--- config.mk ---
export PLATFORM = sky130hd
export DESIGN_NAME = dpec_queue
export DESIGN_NICKNAME = d
export VERILOG_FILES = /design/src/hdl/dpec_queue.sv
export SDC_FILE = /design/constraint.sdc
export NUM_CORES = 1
export LEC_CHECK = 0
export BUFFER_PORTS_ARGS = -buffer_cell sky130_fd_sc_hd__buf_2
export CAP_MARGIN = 25
export CORE_MARGIN = 4
export CORE_UTILIZATION = 46
export DETAILED_ROUTE_END_ITERATION = 8
export GPL_ROUTABILITY_DRIVEN = 0
export PLACE_DENSITY_LB_ADDON = 0.08
export SYNTH_ARGS = -nofsm -noshare
export SYNTH_HDL_FRONTEND = slang
export SYNTH_SLANG_ARGS = --single-unit
--- constraint.sdc ---
create_clock -name clk -period 2.7 [get_ports clk]
set_input_delay 0.135 -clock clk [delete_from_list [all_inputs] [get_ports clk]]
set_output_delay 0.135 -clock clk [all_outputs]
set_load 0.05 [all_outputs]
--- src/hdl/dpec_queue.sv ---
`timescale 1ns / 1ps
// Two-entry queue between the classifying front end and the response back end.
// No package dependency.
module dpec_queue #(
    parameter int WIDTH = 8
) (
    input  logic             clk,
    input  logic             rst_n,
    input  logic             push,
    input  logic [WIDTH-1:0] push_data,
    input  logic             pop,
    output logic             pop_valid,
    output logic [WIDTH-1:0] pop_data,
    output logic             full
);
    logic [WIDTH-1:0] mem_reg [0:1];
    logic             wr_ptr_reg, rd_ptr_reg;
    logic [1:0]       count_reg;
    logic             do_pop;

    assign pop_valid = (count_reg != 2'd0);
    assign full      = (count_reg == 2'd2);
    assign pop_data  = mem_reg[rd_ptr_reg];
    assign do_pop    = pop && pop_valid;

    always_ff @(posedge clk or negedge rst_n)
    begin
        if (!rst_n)
        begin
            wr_ptr_reg <= 1'b0;
            rd_ptr_reg <= 1'b0;
            count_reg  <= 2'd0;
        end
        else
        begin
            if (push && !full)
                wr_ptr_reg <= !wr_ptr_reg;
            if (do_pop)
                rd_ptr_reg <= !rd_ptr_reg;
            count_reg <= count_reg + 2'(push && !full) - 2'(do_pop);
        end
    end

    always_ff @(posedge clk)
    begin
        if (push && !full)
            mem_reg[wr_ptr_reg] <= push_data;
    end

endmodule

* Word level (Yosys, flattened, before mapping) *
Memories as Yosys holds them, arrays and structs flattened.
Index checks and enable logic that the tools add are counted.

word-level totals
  word-level logic and storage cells = 15
  memory bits (writable) = 16
  bits of input ports = 12
  register bits = 4
  output and inout bits = 10
  memories kept = 1

memories
  name     depth  width  rd ports  clocked after Yosys merged registers in  write ports  line  source
  mem_reg  2      8      1         0                                        1            16    logic [WIDTH-1:0] mem_reg [0:1];

cells by class
  mux-type cells = 2
  reductions and logical operators = 6
  eq/ne operators = 1
  $add $sub $neg = 2

operators by type and width
  operator                                    count
  zero test 1 bit                             3
  adder 2 x 1 -> 2 bit                        1
  equality test 2 bit, second input constant  1
  logical AND 1 bit                           2
  2-to-1 mux 1 bit                            2
  nonzero test 2 bit                          1
  subtractor 2 x 1 -> 2 bit                   1

* Depth between registers and ports, before layout *
  depth in word-level cells = 5
  gate-level depth with buffers = 7
  gate-level depth less buffers = 7

* Worst setup path after synthesis *
No wires, ideal clock.

  kind = register to register
  start point = register count_reg[1]
  end point = register count_reg[1]
  required time = 2,577 ps
  arrival = 1,604 ps
  path slack = 973 ps
  buffers on the path = 0
  setup time = 123 ps
  stages on the path, launching flop included = 8
  clock period less this slack = 1,727 ps
  path through = dfrtp_1 -> or2_4 -> and2_4 -> ha_1 -> inv_1 -> ha_1 -> xnor2_1 -> xnor2_1

on the way
  elaborated cells between the ends (all ways) = 7
  classes of those cells = 2 x add/sub; 1 x eq/ne; 4 x reduce/logical

RTL lines
  item                       line  source
  start, declared            18    logic [1:0] count_reg;
  start signal, assigned     40    count_reg <= count_reg + 2'(push && !full) - 2'(do_pop);
  nonzero test 2 bit         21    assign pop_valid = (count_reg != 2'd0);
  named net pop_valid        12    output logic pop_valid,
  logical AND 1 bit          24    assign do_pop = pop && pop_valid;
  named net do_pop           19    logic do_pop;
  subtractor 2 x 1 -> 2 bit  40

The timed path passes the listed nets, and every way through them passes these cells.
A chain may end at the register's enable or synchronous reset.

* Final worst setup path *
  start point = register count_reg[1]
  end point = register count_reg[1]

on the way
  elaborated cells between the ends (all ways) = 7
  classes of those cells = 2 x add/sub; 1 x eq/ne; 4 x reduce/logical

RTL lines
  item                       line
  nonzero test 2 bit         21
  logical AND 1 bit          24
  named net do_pop           19
  subtractor 2 x 1 -> 2 bit  40

The timed path passes the listed nets, and every way through them passes these cells.

==> flow_metrics.py <==
metrics = {
    "detailed_routing": {
        "routedWlPerCell_um": 13.52,
        "route.detailed.vias_per_inst": 4.952,
        "antenna_violating_nets_left": 0,
        "drt_pass1_iterations": 2,
        "initialDrtViolationCount": 7,
        "num_vias": 416,
        "remaining_drc_errors": 0,
        "routed_wirelength_um": 1136,
    },
    "die": {
        "floorplan.rows": 14,
        "io_pins": 22,
        "die_area_um2": 2421,
        "floorplan.initialDensity_pct": 50.08,
        "die_h_um": 49.20,
        "fp.coreArea_um2": 1559,
        "die_width_um": 49.20,
    },
    "synthesis": {
        "synth.largest_area_cell": "edfxtp_1",
        "yosysSeqAreaShare_pct": 74.36,
        "postSynth.asyncResetShare_pct": 20.00,
        "netlist_instances": 43,
        "yosys.cell_count.top_type": "edfxtp_1",
        "synth-edff-count": 16,
        "synth_area_leaders": "edfxtp_1 (62%), dfrtp_1 (13%), mux2_2 (12%), xnor2_1 (3.4%), ha_1 (3.2%)",
        "yosys_warnings": 0,
        "syn-mean-instance-area_um2": 18.16,
        "post_synth_instance_area_um2": 780.7,
        "synth.ff_latch_count": 20,
        "postSynthNetCount": 57,
        "netlist-cell-type-count": 14,
        "synthTopCellsByCount": "edfxtp_1 (16), mux2_2 (8), dfrtp_1 (4), xnor2_1 (3)",
        "yosys_most_used_dff": "edfxtp_1",
        "synth.top_cell.area_share_pct": 61.54,
    },
    "timing": {
        "fin_crit_sh_pct": 61.94,
        "unrepaired_setup_endpoints_after_global_routing": "false",
        "report.final.slew_viol_count": 0,
        "hold_viol": 0,
        "aggregate_negative_setup_slack_ns": 0,
        "final-setup-viol-count": 0,
        "worst-slew-pin-transition_ns": 0.7023,
        "finalWorstPathRequiredPeriod_ns": 1.672,
        "slew-limit-headroom_pct": 53.01,
        "max_freq_mhz": 598.0,
        "fin_skew_ns": 0.008729,
    },
    "cells_and_area": {
        "number_of_flip_flops_in_the_largest_register": 16,
        "layout.cells.non_filler": 84,
        "insertedDiodeCount": 0,
        "area.growth.synth_to_final_pct": 20.03,
        "fill_cells": 127,
        "layout-drive-gt1-share_pct": 50.00,
        "num-nets-final": 83,
    },
    "run": {
        "maxCapViolCount": 0,
    },
    "grt": {
        "grt_pass1_vias": 449,
        "wire_length_of_the_first_global_routing_pass_um": 2001,
        "maximum_number_of_pins_on_one_net_before_global_route_repair": 12,
        "track_usage_pct": 11.13,
        "globalRoute.totalOverflow": 0,
        "antenna_found_initial": 0,
    },
    "clock_network": {
        "numClockSinks": 20,
        "post_cts_setup_buffer_count": 0,
        "clock_insertion_delay_worst_skew_ns": 0.29,
        "postCtsResizedCells": 0,
        "cts_made_buffers": 3,
        "cts-htree-levels": 1,
        "clkTransAtPathRegs_ns": 0.10,
        "cts_root_buf": "clkbuf_4",
        "cts_tree": "yes",
        "cts.hold.buffers_added": 1,
        "cts_buffer_depth": 2,
    },
    "worst_setup_path": {
        "timing.critical_path.slowest_stage_cell": "dfrtp_1",
        "worstPathBufferInverterCount": 1,
        "timing.critical_path.arrival_ns": 1.88,
        "crit_type": "register to register",
        "critical-path-top-delay-family": "adder cells",
        "crit_chain": "or2_4 -> and2_4 -> ha_1 -> inv_1 -> ha_1 -> xnor2_1 -> xnor2_1",
        "path_max_fanout": 3,
        "worst_setup_path_end_kind": "register",
        "critPathLaunchType": "register",
        "critical_path_required_ns": 2.91,
        "critical-path-max-stage-delay_ns": 0.41,
    },
    "placement": {
        "numPortBuffers": 21,
        "place_hpwl_um": 849.5,
        "placedCellCount": 79,
    },
    "min_path": {
        "holdCritPathClass": "primary input to register",
    },
    "pwr": {
        "total_power_density_per_cell_area_nw_per_um2": 1242,
        "cellLeakagePower_uw": 0.0003886,
        "vdd_drop_max_mv": 0.7911,
    },
    "status": {
        "run_status": "completed",
    },
}
metal layers:
metal	track usage [%]	share of wire [%]	wire, µm	vias up
li1	-	-	-	205
met1	12.38	40	460	200
met2	19.42	53	605	11
met3	3.670	6.2	70	0
met4	4.265	0	0	0
met5	0	0	0	-
worst reg2reg max path: stages, from the launching register on:
cell	delay, ns
dfrtp_1	0.41
or2_4	0.26
and2_4	0.16
ha_1	0.26
inv_1	0.04
ha_1	0.17
xnor2_1	0.16
xnor2_1	0.14
power breakdown:
group,switching [µW],internal [µW]
registers,54.7,432
clock network,78.4,57.3
logic,365,177
total,498,666
through the flow:
| stage | utilization (%) | hold slack (ns) | cell area [µm²] | worst slack, ns | power [µW] |
|---|---|---|---|---|---|
| after floorplan | - | -0.1606 | 780.7 | 0.9734 | 936.2 |
| after CTS | 60.11 | 0.01667 | 937.1 | 1.009 | 1183 |
| after global routing | 60.11 | 0.004374 | 937.1 | 0.9015 | 1242 |
| after global placement | 57.78 | -0.05072 | 900.9 | 1.051 | 1041 |
| final | 60.11 | 0.02567 | 937.1 | 1.028 | 1164 |
| after detailed placement | 57.78 | -0.04765 | 900.9 | 1.030 | 1043 |
cells in the final DEF, fill, tap and decap left out:
cell type / n
inv_1: 2
nor2_1: 1
xor2_1: 1
xnor2_1: 3
and3_1: 1
buf_2: 21
dlygate4sd3_1: 1
clkbuf_1: 1
clkbuf_4: 3
dfrtp_1: 4
nand2_1: 1
mux2_2: 8
ha_1: 2
nand2b_1: 1
or2_4: 1
and2_4: 1
edfxtp_1: 16
kinds of logic after synthesis:
family / share of synthesized area, %
AND/OR/NAND/NOR: 4.808
buffers and inverters: 1.602
flip-flops: 74.36
XOR/XNOR: 4.488
adder cells (fa/ha/maj): 3.205
multiplexers: 11.54
final timing paths:
kind                                   start             to  slack (ns)  depth (start not counted)
worst max-delay path            count_reg[1]   count_reg[1]        1.03                          7
worst min-delay path            push_data[2]  mem_reg[0][2]        0.03                          1
worst max register to register  count_reg[1]   count_reg[1]        1.03                          7
worst min register to register    wr_ptr_reg     wr_ptr_reg        0.51                          1
max in group asynchronous              rst_n     rd_ptr_reg        2.40                          2
min in group asynchronous              rst_n     wr_ptr_reg        0.17                          2
area by class of cell:
| type | count | area, µm² | share of cell area, % |
|---|---|---|---|
| flip-flops and latches | 20 | 580.6 | 61.95 |
| multi-input cells | 20 | 187.7 | 20.03 |
| repair buffers | 22 | 115.1 | 12.28 |
| clock buffers | 4 | 26.28 | 2.804 |
| well taps | 16 | 20.02 | 2.136 |
| inverters | 2 | 7.507 | 0.8011 |
(Power assumes the default switching activity.)
