## config.mk

```make
export PLATFORM = sky130hd
export DESIGN_NAME = dpec_front
export DESIGN_NICKNAME = d
export VERILOG_FILES = /design/src/hdl/dpec_pkg.sv /design/src/hdl/dpec_front.sv
export SDC_FILE = /design/constraint.sdc
export NUM_CORES = 2
export LEC_CHECK = 0
export BUFFER_PORTS_ARGS = -buffer_cell sky130_fd_sc_hd__buf_2
export CAP_MARGIN = 10
export CORE_UTILIZATION = 49
export CTS_BUF_LIST = sky130_fd_sc_hd__clkbuf_4 sky130_fd_sc_hd__clkbuf_8
export CTS_CLUSTER_SIZE = 24
export DETAILED_ROUTE_END_ITERATION = 7
export PLACE_DENSITY = 0.66
export SYNTH_ARGS = -nofsm -noshare
export SYNTH_HDL_FRONTEND = slang
export SYNTH_SLANG_ARGS = --single-unit
export TNS_END_PERCENT = 10
```

## constraint.sdc

```tcl
create_clock -name clk -period 13.8 [get_ports clk]
set_clock_uncertainty 0.2 [all_clocks]
set_input_delay 3.45 -clock clk [delete_from_list [all_inputs] [get_ports clk]]
set_output_delay 3.45 -clock clk [all_outputs]
set_load 0.02 [all_outputs]
```

## src/hdl/dpec_pkg.sv

```systemverilog
`timescale 1ns / 1ps
// Shared types and constants for the disc pair collision block.
// No dependencies; imported by every module of the block except dpec_queue.
package dpec_pkg;

    // Magnitude bits of a center offset that can still be in contact.
    localparam int MAG_W = 16;
    // Bits of the squared distance |d|^2 (sum of two 32-bit squares).
    localparam int NORM_W = 33;
    // Split point of the dot magnitude for the two partial products.
    localparam int SPLIT_W = 24;
    // Configuration port.
    localparam int ADDR_W = 3;
    localparam int CFG_W = 32;
    localparam logic [0:0] REG_CONTACT = 1'b0;
    localparam logic [MAG_W-1:0] CONTACT_RESET = 16'd5120;

    // Outcome of the front end's classification of one pair.
    typedef struct packed {
        logic hit;     // overlapping and approaching
        logic dx_pos;  // offset x is strictly positive
        logic dy_pos;  // offset y is strictly positive
    } cls_t;

endpackage

```

## src/hdl/dpec_front.sv

```systemverilog
`timescale 1ns / 1ps
// Front end: forms offsets, squared distance and dot product, and decides
// whether a pair collides. Depends on dpec_pkg.
module dpec_front #(
    parameter int W = 24
) (
    input  logic                      clk,
    input  logic                      rst_n,
    input  logic                      accept,
    input  logic [dpec_pkg::MAG_W-1:0] contact,
    input  logic signed [W-1:0]       pos_ax,
    input  logic signed [W-1:0]       pos_ay,
    input  logic signed [W-1:0]       pos_bx,
    input  logic signed [W-1:0]       pos_by,
    input  logic signed [W-1:0]       vel_ax,
    input  logic signed [W-1:0]       vel_ay,
    input  logic signed [W-1:0]       vel_bx,
    input  logic signed [W-1:0]       vel_by,
    output logic                      push,
    output dpec_pkg::cls_t            cls,
    output logic [dpec_pkg::MAG_W-1:0] mag_x,
    output logic [dpec_pkg::MAG_W-1:0] mag_y,
    output logic [W+16:0]             dot_mag,
    output logic [dpec_pkg::NORM_W-1:0] norm,
    output logic signed [W-1:0]       va_x,
    output logic signed [W-1:0]       va_y,
    output logic signed [W-1:0]       vb_x,
    output logic signed [W-1:0]       vb_y
);
    import dpec_pkg::*;

    localparam int EW  = (W + 1 > MAG_W + 1) ? W + 1 : MAG_W + 1;
    localparam int PW  = W + 18;
    localparam int MDW = W + 17;

    logic signed [EW-1:0] dx_c, dy_c;
    logic [EW-1:0]        ax_c, ay_c;
    logic                 near_c;

    logic                 s1_valid_reg, s1_near_reg, s1_dxp_reg, s1_dyp_reg;
    logic [MAG_W-1:0]     s1_mx_reg, s1_my_reg;
    logic signed [MAG_W:0] s1_dx_reg, s1_dy_reg;
    logic signed [W:0]    s1_rvx_reg, s1_rvy_reg;
    logic signed [W-1:0]  s1_vax_reg, s1_vay_reg, s1_vbx_reg, s1_vby_reg;

    logic                 s2_valid_reg, s2_near_reg, s2_dxp_reg, s2_dyp_reg;
    logic [MAG_W-1:0]     s2_mx_reg, s2_my_reg;
    logic [31:0]          s2_sqx_reg, s2_sqy_reg, s2_c2_reg;
    logic signed [PW-1:0] s2_px_reg, s2_py_reg;
    logic signed [W-1:0]  s2_vax_reg, s2_vay_reg, s2_vbx_reg, s2_vby_reg;

    logic signed [PW-1:0] dot_c, neg_c;

    always_comb
    begin
        dx_c = EW'(pos_bx) - EW'(pos_ax);
        dy_c = EW'(pos_by) - EW'(pos_ay);
        ax_c = dx_c[EW-1] ? $unsigned(-dx_c) : $unsigned(dx_c);
        ay_c = dy_c[EW-1] ? $unsigned(-dy_c) : $unsigned(dy_c);
        near_c = (ax_c[EW-1:MAG_W] == '0) && (ay_c[EW-1:MAG_W] == '0);
    end

    always_ff @(posedge clk or negedge rst_n)
    begin
        if (!rst_n)
        begin
            s1_valid_reg <= 1'b0;
            s2_valid_reg <= 1'b0;
        end
        else
        begin
            s1_valid_reg <= accept;
            s2_valid_reg <= s1_valid_reg;
        end
    end

    always_ff @(posedge clk)
    begin
        s1_near_reg <= near_c;
        s1_dxp_reg  <= !dx_c[EW-1] && (ax_c != '0);
        s1_dyp_reg  <= !dy_c[EW-1] && (ay_c != '0);
        s1_mx_reg   <= ax_c[MAG_W-1:0];
        s1_my_reg   <= ay_c[MAG_W-1:0];
        s1_dx_reg   <= dx_c[MAG_W:0];
        s1_dy_reg   <= dy_c[MAG_W:0];
        s1_rvx_reg  <= {vel_bx[W-1], vel_bx} - {vel_ax[W-1], vel_ax};
        s1_rvy_reg  <= {vel_by[W-1], vel_by} - {vel_ay[W-1], vel_ay};
        s1_vax_reg  <= vel_ax;
        s1_vay_reg  <= vel_ay;
        s1_vbx_reg  <= vel_bx;
        s1_vby_reg  <= vel_by;

        s2_near_reg <= s1_near_reg;
        s2_dxp_reg  <= s1_dxp_reg;
        s2_dyp_reg  <= s1_dyp_reg;
        s2_mx_reg   <= s1_mx_reg;
        s2_my_reg   <= s1_my_reg;
        s2_sqx_reg  <= 32'(s1_mx_reg) * 32'(s1_mx_reg);
        s2_sqy_reg  <= 32'(s1_my_reg) * 32'(s1_my_reg);
        s2_c2_reg   <= 32'(contact) * 32'(contact);
        s2_px_reg   <= s1_dx_reg * s1_rvx_reg;
        s2_py_reg   <= s1_dy_reg * s1_rvy_reg;
        s2_vax_reg  <= s1_vax_reg;
        s2_vay_reg  <= s1_vay_reg;
        s2_vbx_reg  <= s1_vbx_reg;
        s2_vby_reg  <= s1_vby_reg;
    end

    // Classification: close enough and moving toward each other.
    always_comb
    begin
        norm  = {1'b0, s2_sqx_reg} + {1'b0, s2_sqy_reg};
        dot_c = s2_px_reg + s2_py_reg;
        neg_c = -dot_c;
        cls.hit    = s2_near_reg && (norm < {1'b0, s2_c2_reg}) && dot_c[PW-1];
        cls.dx_pos = s2_dxp_reg;
        cls.dy_pos = s2_dyp_reg;
        dot_mag = neg_c[MDW-1:0];
    end

    assign push  = s2_valid_reg;
    assign mag_x = s2_mx_reg;
    assign mag_y = s2_my_reg;
    assign va_x  = s2_vax_reg;
    assign va_y  = s2_vay_reg;
    assign vb_x  = s2_vbx_reg;
    assign vb_y  = s2_vby_reg;

endmodule

```

## Word level (Yosys, flattened, before mapping)

Index checks and enable logic that the tools add are counted.

- Multipliers: 5
- Reductions and logical operators: 11
- Magnitude comparators: 1
- Multiplexer cells: 2
- Add/subtract/negate cells: 9

Operator list:

| kind | number |
|---|---|
| 24-bit by 24-bit subtractor with 25-bit output | 4 |
| 16-bit by 16-bit multiplier with 32-bit output | 3 |
| 17-bit by 25-bit multiplier with 42-bit output | 2 |
| 25-bit two-way mux | 2 |
| 25-bit negation | 2 |
| 25-bit nonzero test | 2 |
| 42-bit adder | 1 |
| 41-bit negation | 1 |
| 32-bit by 32-bit adder with 33-bit output | 1 |
| 33-bit by 32-bit < comparator with 1-bit output | 1 |
| 9-bit zero test | 2 |
| 1-bit logical AND | 5 |
| 1-bit zero test | 2 |

- Bits in registers: 528
- Word-level logic and storage cells: 57
- Output and inout bits: 206

## Logic depth before layout (Yosys ltp)

- Depth after elaboration: 5
- Depth in mapped cells: 28

## Worst setup path before layout

OpenSTA, ideal clock, no wires.

- Kind: input-to-reg
- Start point: in contact[3] (netlist bit)
- End point: reg s2_c2_reg[31]
- Arrival: 9.114 ns
- Setup slack: 4.414 ns
- Required time: 13.528 ns
- Stages on the path: 24
- Path through: clkbuf_1 -> nand2_1 -> fa_1 -> inv_1 -> fa_1 -> fa_1 -> inv_1 -> fa_1 -> fa_1 -> fa_1 -> inv_1 -> ha_1 -> o21a_1 -> o21a_1 -> o21ai_0 -> a21o_1 -> o311a_1 -> a21oi_1 -> a41oi_1 -> a31oi_1 -> nand4_1 -> nand4b_1 -> a21oi_1 -> xnor2_1

- Word-level cells in the longest chain between the ends: 1

RTL lines:

| element | RTL line | RTL |
|---|---|---|
| start: declaration | dpec_front.sv:10 | `input logic [dpec_pkg::MAG_W-1:0] contact,` |
| 16-bit by 16-bit multiplier with 32-bit output | dpec_front.sv:100 | `s2_c2_reg <= 32'(contact) * 32'(contact);` |
| end signal: assignment | dpec_front.sv:100 |  |
| end: declaration | dpec_front.sv:48 | `logic [31:0] s2_sqx_reg, s2_sqy_reg, s2_c2_reg;` |

No other way between the ends.

==> summary.txt <==
Result of the run = finished, final reports clean
Cells after Synth = 7911
Seq/Total Area, Yosys = 0.143
Source of the worst hold timing path = s1_vby_reg[14]$_DFF_P_
Number of distinct library cell variants in the gate-level netlist after synthesis = 112
Top-level port count = 417
Shortest clock period the worst path allows after layout = 9.36 ns
Data arrival time of the worst path = 5.71 ns
Synthesized flop and latch total = 521
Category of the worst setup path capture point = output pin
Antenna-violating nets left = 0
Share of the synthesized area in the top cell type = 0.366
DR pass1 iterations = 8
Drt first-iter violations = 2376
Effective utilization at floorplan = 0.494
Met3 track utilization from global routing = 0.0275
CTS buffer count = 95
Setup bufs post-CTS = 0
Quantity of gates resized following cts = 0
Destination of the critical timing path = cls[2]
Per-cell via count in the routed design = 5.17
Wire length of the first global-routing pass = 286000 um
Post-Syn Area per Cell = 9.22 um2
Net count reported at finish = 10500
Pins over their slew limit = 0
Maximum number of pins on one net before global-route repair = 40
Vias = 52900
Met1 routing resource usage after global routing = 0.290
Max Clock Freq = 107 MHz
Most frequent cell after synthesis = inv_1
Number of levels the H-tree was split into = 3
Worst setup path class = register to output pin
Met2 usage = 0.424
Unrepaired setup endpoints after global routing = no
Required time of the worst setup path = 10.15 ns
TNS Setup = 0 ns
Half-perimeter wire length of the detailed placement result = 140000 um
Share of the clock period used by the worst path = 0.679
Buffer cell driving the clock tree root = clkbuf_8
Cell area after technology mapping = 73000 um2
Count of input and output buffers = 416
Transition at the pin with the smallest max-transition slack = 1.19 ns
Relative slew slack = 0.206
Number of nets in the synthesized netlist = 10200
Ratio of cells with drive above 1 in the final layout = 0.0817
Clock-pin slew of the registers on the worst-case setup and hold paths = 0.06 ns
Dpl cells = 10100
Total of endpoints with negative setup slack in the final report = 0
Global router's overall resource usage = 0.234
Total global routing overflow = 0
Crit path max fanout = 4
Die Wd = 388 um
Chip height = 388 um
Main synth FF type = dfxtp_1
Number of hold-repair buffers added at the cts stage = 0
Worst path slowest cell = o41a_1
Antenna violations before repair = 4
Largest area contributor in the netlist = fa_1
Most congested layer reported by global routing = met2
Residual DRC = 0
Core area = 148000 um2
Slack of the worst reg-to-reg path = 5.78 ns
Startpoint Class = register
Slowest stage delay, CP = 0.44 ns
Clock insertion delay at the later pin of the skew report = 0.84 ns
Number of hold violations in the final report = 0
Via count of the first global-routing pass = 57600
Kind of path behind the tightest hold check = register to register
Worst R2R Start = s1_dy_reg[8]$_DFF_P_
Startpoint of the most critical setup path = s2_sqx_reg[3]$_DFF_P_
Yosys warnings = 0
Final cell count without fillers = 10200
Routability congestion estimate = 0.882
Average wire per standard cell = 16.5 um
Top area cells in the synthesized netlist = fa_1, dfxtp_1, ha_1, inv_1, and2_1
Clock tree sinks = 521
Floorplan die area = 150000 um2
Max_cap viols = 0
Routed wire length = 169000 um
Placement row count = 141
Worst R2R End = s2_py_reg[41]$_DFF_P_
Async set-or-reset flop fraction in the synthesized netlist = 0.00384
Top cells by instance count after synthesis = inv_1, fa_1, nand2_1
Deepest clock path buffer count = 3
Number of enable flip-flop cells after synthesis = 0
Clock tree from TritonCTS = done
Worst Reg-to-Reg Cells = 25
Area growth from synthesis to final layout = 8.23%
CP cell instances = ha_1 -> a21o_1 -> a21oi_1 -> o21a_1 -> a211oi_1 -> o41a_1 -> nand2_1 -> nand2_1 -> and2_1 -> o21a_1 -> o21a_1 -> nor2_1 -> xnor2_1 -> ha_1 -> a21o_1 -> a21o_1 -> a21oi_1 -> o21ai_0 -> nand3_1 -> a21oi_1 -> a2111oi_0 -> o21ai_0 -> nor3_1 -> buf_2
==> cells in the final DEF (no fill, tap or decap), types with 24 or more instances in the layout <==
master    netlist  final
a211oi_1       35     34
a21o_1        120    120
a21oi_1       256    256
and2_1        508    508
and3_1         39     39
buf_2           4    416
clkbuf_4        0     24
clkbuf_8        1    118
dfxtp_1       519    519
fa_1         1333   1333
ha_1          698    698
inv_1        1808   1808
nand2_1       773    773
nand2b_1       73     73
nand3_1        77     77
nor2_1        329    329
nor2b_1        64     64
nor3_1         68     68
o211ai_1       32     32
o21a_1         58     58
o21ai_0       142    142
o21bai_1       32     32
or3_1          26     26
xnor2_1       250    250
xor2_1        119    119
==> through the flow <==
stage	hold WS (ns)	utilization	worst slack (ns)	area, um2
2_1_floorplan	0.110	-	4.41	73000
3_3_place_gp	0.110	0.520	3.78	76800
3_5_place_dp	0.112	0.520	3.70	76800
4_1_cts	0.123	0.534	4.39	79000
5_1_grt	0.126	0.534	3.81	79000
6_report	0.123	0.534	4.44	79000
==> layer usage <==
layer,routed length [um],vias to the layer above
met1,69700,26700
met2,87500,1076
met4,4300,0
met3,7870,234
met5,0,-
li1,-,24900
==> kinds of logic after synthesis <==
group	count (synthesis)	share of synthesized area
muxes	10	0.00146
buffers and inverters	2020	0.104
AOI/OAI and AO/OA	881	0.0801
DFF	521	0.143
adders and majority gates	2031	0.485
and+or+nand+nor	2078	0.141
xor gates and xnor gates	370	0.0445
==> critical path, delay by kind of cell (launching register included) <==
kind	cells	cell delay (ns)
and+or+nand+nor	6	0.95
buffers and inverters	1	0.26
xor gates and xnor gates	1	0.10
adders and majority gates	2	0.50
AOI/OAI and AO/OA	14	2.84
DFF	1	0.30
==> final cells by class <==
cell class	instances	area (um2)
fill	13600	68900
multi-input combinational	5370	54900
sequential	521	10400
inverter	1808	6790
tap	1930	2410
timing repair buffer	439	2250
clock buffer	142	1800
clock inverter	29	353
antenna	5	12.5
==> how the worst min path moves through the flow <==
stage	to	slack [ns]	cells after the start
after floorplan	s2_dxp_reg$_DFF_P_	0.11	0
after global placement	va_y[19]$_DFF_P_	0.11	0
after detailed placement	va_x[0]$_DFF_P_	0.11	0
after CTS	va_x[20]$_DFF_P_	0.12	0
after global routing	va_x[20]$_DFF_P_	0.13	0
final	vb_y[14]$_DFF_P_	0.12	0
Power is left out: the tool's default activity adds up to more than one toggle a clock period on the data nets, which glitch-free logic cannot reach.
